$ cat config.mk
export PLATFORM = sky130hd
export DESIGN_NAME = cvs_fifo
export DESIGN_NICKNAME = d
export VERILOG_FILES = /design/src/hw/rtl/cvs_pkg.sv /design/src/hw/rtl/cvs_fifo.sv
export SDC_FILE = /design/constraint.sdc
export NUM_CORES = 1
export LEC_CHECK = 0
export ABC_AREA = 0
export BUFFER_PORTS_ARGS = -buffer_cell sky130_fd_sc_hd__buf_2
export CORE_MARGIN = 5
export CORE_UTILIZATION = 40
export DETAILED_ROUTE_END_ITERATION = 8
export GPL_TIMING_DRIVEN = 0
export PLACE_DENSITY = 0.69
export SKIP_LAST_GASP = 1
export SLEW_MARGIN = 0
export SYNTH_ARGS = -nofsm -noshare
export SYNTH_HDL_FRONTEND = slang
export SYNTH_SLANG_ARGS = --single-unit
$ cat constraint.sdc
create_clock -name clk -period 1.5 [get_ports clk]
set_input_delay 0.075 -clock clk [delete_from_list [all_inputs] [get_ports clk]]
set_output_delay 0.075 -clock clk [all_outputs]
set_load 0.1 [all_outputs]
$ cat src/hw/rtl/cvs_pkg.sv
package cvs_pkg;

  localparam int PIX_W       = 16;
  localparam int COEF_W      = 16;
  localparam int PROD_W      = PIX_W + COEF_W;
  localparam int SIZE_W      = 9;
  localparam int STRIDE_W    = 4;
  localparam int IDX_W       = 8;
  localparam int VALUE_W     = 24;
  localparam int KROWS       = 4;
  localparam int CFG_DATA_W  = 64;
  localparam int CFG_ADDR_W  = 6;
  localparam int REG_SEL_LSB = 3;
  localparam int REG_SEL_W   = CFG_ADDR_W - REG_SEL_LSB;
  localparam int SIZE_RESET   = 28;
  localparam int STRIDE_RESET = 1;
  localparam int FRAC_SHIFT   = 14;
  localparam int ACC_W        = 40;
  localparam int QUEUE_DEPTH  = 2;
  localparam int QPTR_W       = 1;

  localparam logic signed [ACC_W-1:0] SAT_MAX = ACC_W'(8388607);
  localparam logic signed [ACC_W-1:0] SAT_MIN = ACC_W'(-8388608);

  typedef enum logic [REG_SEL_W-1:0] {
    REG_IMAGE_SIZE = 3'd0,
    REG_STRIDE     = 3'd1,
    REG_KROW0      = 3'd2,
    REG_KROW1      = 3'd3,
    REG_KROW2      = 3'd4,
    REG_KROW3      = 3'd5
  } reg_idx_t;

  typedef struct packed {
    logic [SIZE_W-1:0]   image_size;
    logic [STRIDE_W-1:0] stride;
    logic                restart;
  } cfg_t;

  typedef logic [KROWS-1:0][CFG_DATA_W-1:0] kernel_t;

  typedef struct packed {
    logic [IDX_W-1:0] out_row;
    logic [IDX_W-1:0] out_col;
    logic             last;
  } meta_t;

endpackage

$ cat src/hw/rtl/cvs_fifo.sv
module cvs_fifo #(
  parameter int WIDTH = 8
) (
  input  logic             clk,
  input  logic             rst,
  input  logic             push,
  input  logic [WIDTH-1:0] din,
  output logic             full,
  input  logic             pop,
  output logic [WIDTH-1:0] dout,
  output logic             empty
);
  import cvs_pkg::*;

  logic [WIDTH-1:0]  mem [QUEUE_DEPTH];
  logic [QPTR_W-1:0] wp, rp;
  logic [QPTR_W:0]   cnt;

  assign full  = cnt == (QPTR_W+1)'(QUEUE_DEPTH);
  assign empty = cnt == '0;
  assign dout  = mem[rp];

  always_ff @(posedge clk) begin
    if (rst) begin
      wp  <= '0;
      rp  <= '0;
      cnt <= '0;
    end else begin
      if (push) begin
        wp <= wp + QPTR_W'(1);
      end
      if (pop) begin
        rp <= rp + QPTR_W'(1);
      end
      if (push && !pop) begin
        cnt <= cnt + (QPTR_W+1)'(1);
      end else if (pop && !push) begin
        cnt <= cnt - (QPTR_W+1)'(1);
      end
    end
  end

  always_ff @(posedge clk) begin
    if (push) begin
      mem[wp] <= din;
    end
  end

endmodule

## Word level (Yosys, flattened, before mapping)

Memory sizes are Yosys's and may differ from the RTL's. A register that Yosys moved wholly into a read port is not among the register bits.
Cells that the tools add are included.

| storage, ports and cells | value |
|---|---|
| memories | 1 |
| register bits after elaboration | 4 |
| word-level logic and storage cells | 21 |
| output and inout port bits | 10 |
| bits of input ports | 12 |
| bits in writable memories | 16 |

Memories:

| memory | words | bits a word | read ports | clocked after memory_dff | wr ports | line | text |
|---|---|---|---|---|---|---|---|
| mem | 2 | 8 | 1 | 1 | 1 | cvs_fifo.sv:15 | `logic [WIDTH-1:0] mem [QUEUE_DEPTH];` |

| operators by class | value |
|---|---|
| multiplexer cells | 6 |
| eq/ne operators | 1 |
| add/subtract/negate cells | 4 |
| reduce and logical (&&, ||, !) cells | 6 |

Operators with widths:

| cell | number |
|---|---|
| 2-to-1 mux 1 bit | 4 |
| 2-to-1 mux 2 bit | 2 |
| adder 1 bit (second input constant) | 2 |
| adder 2 x 1 -> 2 bit (second input constant) | 1 |
| equality test 2 bit (second input constant) | 1 |
| logical AND 1 bit | 2 |
| logical NOT 1 bit | 2 |
| logical NOT 2 bit | 1 |
| nonzero test 2 bit | 1 |
| subtractor 2 x 1 -> 2 bit (second input constant) | 1 |

## Logic depth before layout (Yosys ltp)

| depth | value |
|---|---|
| depth in word-level cells | 4 |
| gate-level depth with buffers | 5 |

## Worst setup path after synthesis

Ideal clock, no wire load.

| timing | value |
|---|---|
| path type | reg-to-output |
| start | reg cnt[0] |
| end | out empty |
| path slack | -0.157 ns |
| required time | 1.425 ns |
| arrival time | 1.582 ns |
| stages on the path, launching flop included | 2 |
| buffers on the path | 0 |
| path through | dfxtp_1 -> nor2_1 |

| between the ends | value |
|---|---|
| longest elaborated chain between the ends | 1 |

RTL lines:

| element | line | text |
|---|---|---|
| start, declared | cvs_fifo.sv:17 | `logic [QPTR_W:0] cnt;` |
| start signal, assigned | cvs_fifo.sv:36 | `cnt <= cnt + (QPTR_W+1)'(1);` |
| start signal, assigned | cvs_fifo.sv:38 | `cnt <= cnt - (QPTR_W+1)'(1);` |
| logical NOT 2 bit | cvs_fifo.sv:20 | `assign empty = cnt == '0;` |
| end, declared | cvs_fifo.sv:11 | `output logic empty` |

Every way passes these cells.

==> results.md <==
- GP Congestion: a little over 0.6
- Crit-path slowest cell: mux2_2
- MaxCap Viol Count: 0
- Final hold violation count: 0
- Total CTS buffers: 3
- Unique masters post-synth: 15
- Avg WL per Cell: between 10 and 15 um
- Initial Utilization: between 40 and 50%
- # DRC: 0
- DR iter-0 viols: 9
- First-pass GRT wire length: 1.88 mm
- Synth Flop Type: edfxtp_1
- Cell taking the most area after synthesis: edfxtp_1
- Hold wc startpoint: pop
- Placed cell area: around 920 um2
- Pwr/cell area: 1300 nW/um2
- Clock latency on the worst-skew pair: about 290 ps
- I/O pin count: 22
- Die ar.: 2940 um2
- Fill count: 183
- Final setup fails: 0
- Final ANT Viol Nets: 0
- Maximum vdd drop: about 780 uV
- Layer with the highest usage: met2
- Crit Path Max Fanout: 8
- Worst min path class: in -> reg
- DR vias: 471
- Clock skew: about 6.4 ps
- Placement Rows: 16
- Area grow syn2layout: 35.8%
- RSZ-0062 raised after global routing: false
- Cells along the critical path: buf_4, mux2_2, buf_4
- Commonest cells in the synthesized netlist: 16 x edfxtp_1, 8 x mux2_2, 5 x dfxtp_1, 5 x nor2_1
- Yosys warnings: 0
- Status: finished clean
- Fin crit period: 1440 ps
- Clk buf depth: 2
- Largest net degree at the start of global routing: 12
- TritonCTS clock tree: done
- Count leader, synth: edfxtp_1
- GRT overflow: 0
- Vias in the first global route: approximately 460
- Clock Sink Count: 21
- Via density: around 4.4
- Initial antenna violation count: 0
- Vert. Die Dim: between 50 and 60 um
- Clock-pin transition on the worst setup and hold timing paths: between 100 and 150 ps
- Final nets: 95
- Mux cell area share after synthesis: a little under an eighth
- Crit-path max cell delay: about 350 ps
- #FFs+latches synth: 21
- Fin. max-slew vios: 0
- All-Layer GR Usage: under 10%
- Synth async-reset ratio: 0%
- First drt pass iteration count: 2
- CTS H-tree lvls: 1
- Leak: around 0.42 nW
- Area of the multi-input gates: roughly 200 um2
- Origin of the critical flop-to-flop path: wp
- Design area: roughly 1100 um2
- Post-synth net total: 60
- Syn Inst Count: 47
- Core area: 1920 um2
- Post-synthesis sequential area ratio: 74.1%
- Met3 Use GR: roughly 2.7%
- Area contributors post-synth: edfxtp_1 61%, dfxtp_1 13%, mux2_2 12%, nor2_1 2.4%, xnor2_1 2.2%
- GRT met2 Usage: between 10% and 20%
- Synth Area in Adders: ~1.6%
- DPL Wire Length: approximately 850 um
- Layout cell share with drive strength beyond 1: 43.2%
- XOR/XNOR share of the synthesized area: between 4 and 5%
- Simple-gate share of the synthesized area: under 10%
- Worst slew pin tran: approximately 680 ps
- CP Capture Type: primary output
- Combinational family with the most area after synthesis: multiplexers
- Sum of negative setup slack: 0 ps
- Post-synth EDFFs: 16
- Clk root buf: clkbuf_4
- Crit share post-route: a little over nine tenths
- Achievable Freq: 0.696 GHz
- Post-synth top area share: between 60% and 70%
- # Post-CTS Setup Buffers: 0
- Compound-Gate Fraction of Synth Area: about 1.3%
- I/O Buffers: 21
- CP Launch Type: flop
- CP required: about 1400 ps
- Detailed Route WL: around 1.2 mm
- FF-to-FF setup slack: around 250 ps
- Chip Width: around 54 um
- Max_slew headroom: 54.4%
- GR Layer Usage met1: 10.6%
- Syn avg cell area: 16.7 um2
- Critical path data arrival time: between 1000 and 1500 ps
- Setup CP Type: reg -> out
- Reg area: 581 um2
- Mapped Area: between 700 and 800 um2
- CP dominant cell by count: buf_4
- Antenna cell count: 0
## final cells by class
class	instances	area share, %
multi-input cells	24	18.5
plain buffers	1	0.706
repair buffers	30	20.2
inverters	1	0.353
clock buffers	4	2.47
flip-flops and latches	21	54.6
well taps	27	3.18
## layout by cell type (no fill, tap or decap), types with 2 or more instances in the layout
| cell | n |
|---|---|
| dfxtp_1 | 5 |
| buf_2 | 13 |
| edfxtp_1 | 16 |
| buf_4 | 9 |
| dlygate4sd3_1 | 9 |
| xnor2_1 | 2 |
| nor2_1 | 4 |
| mux2_2 | 8 |
| xor2_1 | 2 |
| clkbuf_4 | 3 |
## power by group
group / leakage [nW] / total, mW / internal, mW / switching (mW)
combinational: 0.216 / 0.430 / 0.113 / 0.317
sequential: 0.192 / 0.690 / 0.671 / 0.0184
clock: 0.0150 / 0.257 / 0.103 / 0.154
total: 0.423 / 1.38 / 0.888 / 0.489
## critical path, delay by kind of cell (launching register included)
kind     cells  cell delay [ps]
mux          1              350
flops        1              320
buf+inv      2              390
## stage by stage
stage               setup WS, ps  instances  util, %  hold WS, ps  power, mW
floorplan                    305         47        -          144       1.04
global placement             226         95     48.1          264       1.10
detailed placement           217         95     48.1          266       1.10
CTS                         6.79        108     55.1         51.1       1.39
global route                11.5        108     55.3         62.8       1.44
finish                      62.4        108     55.3         57.1       1.38
## registers in the layout, indices dropped and copies added (netlist names), named ones only
name,count
wp,1
rp,1
cnt,2
mem,16
## cell families (layout without fill, tap and decap cells)
group,count (synthesis),count (layout)
DFF,21,21
and+or+nand+nor,9,9
AOI/OAI and AO/OA,2,2
buffers and inverters,2,36
xor gates and xnor gates,4,4
muxes,8,8
adders and majority gates,1,1
## repair_timing
action,4_1_cts,5_1_grt
gates resized for setup,7,4
hold buffers,9,0
hold endpoints to repair,21,0
setup endpoints to repair,8,2
## path summary, 6_finish.rpt
path / to / depth (start not counted)
min reg2reg: cnt[1] / 2
min: flop / 3
max: dout[1] / 3
max reg2reg: mem[0][1] / 1
## layer usage
layer	routed length (um)	up-vias
met2	657	14
met1	482	219
met3	90	0
met4	0	0
met5	0	-
li1	-	238
No activity file was read; power rests on OpenSTA's default activity.
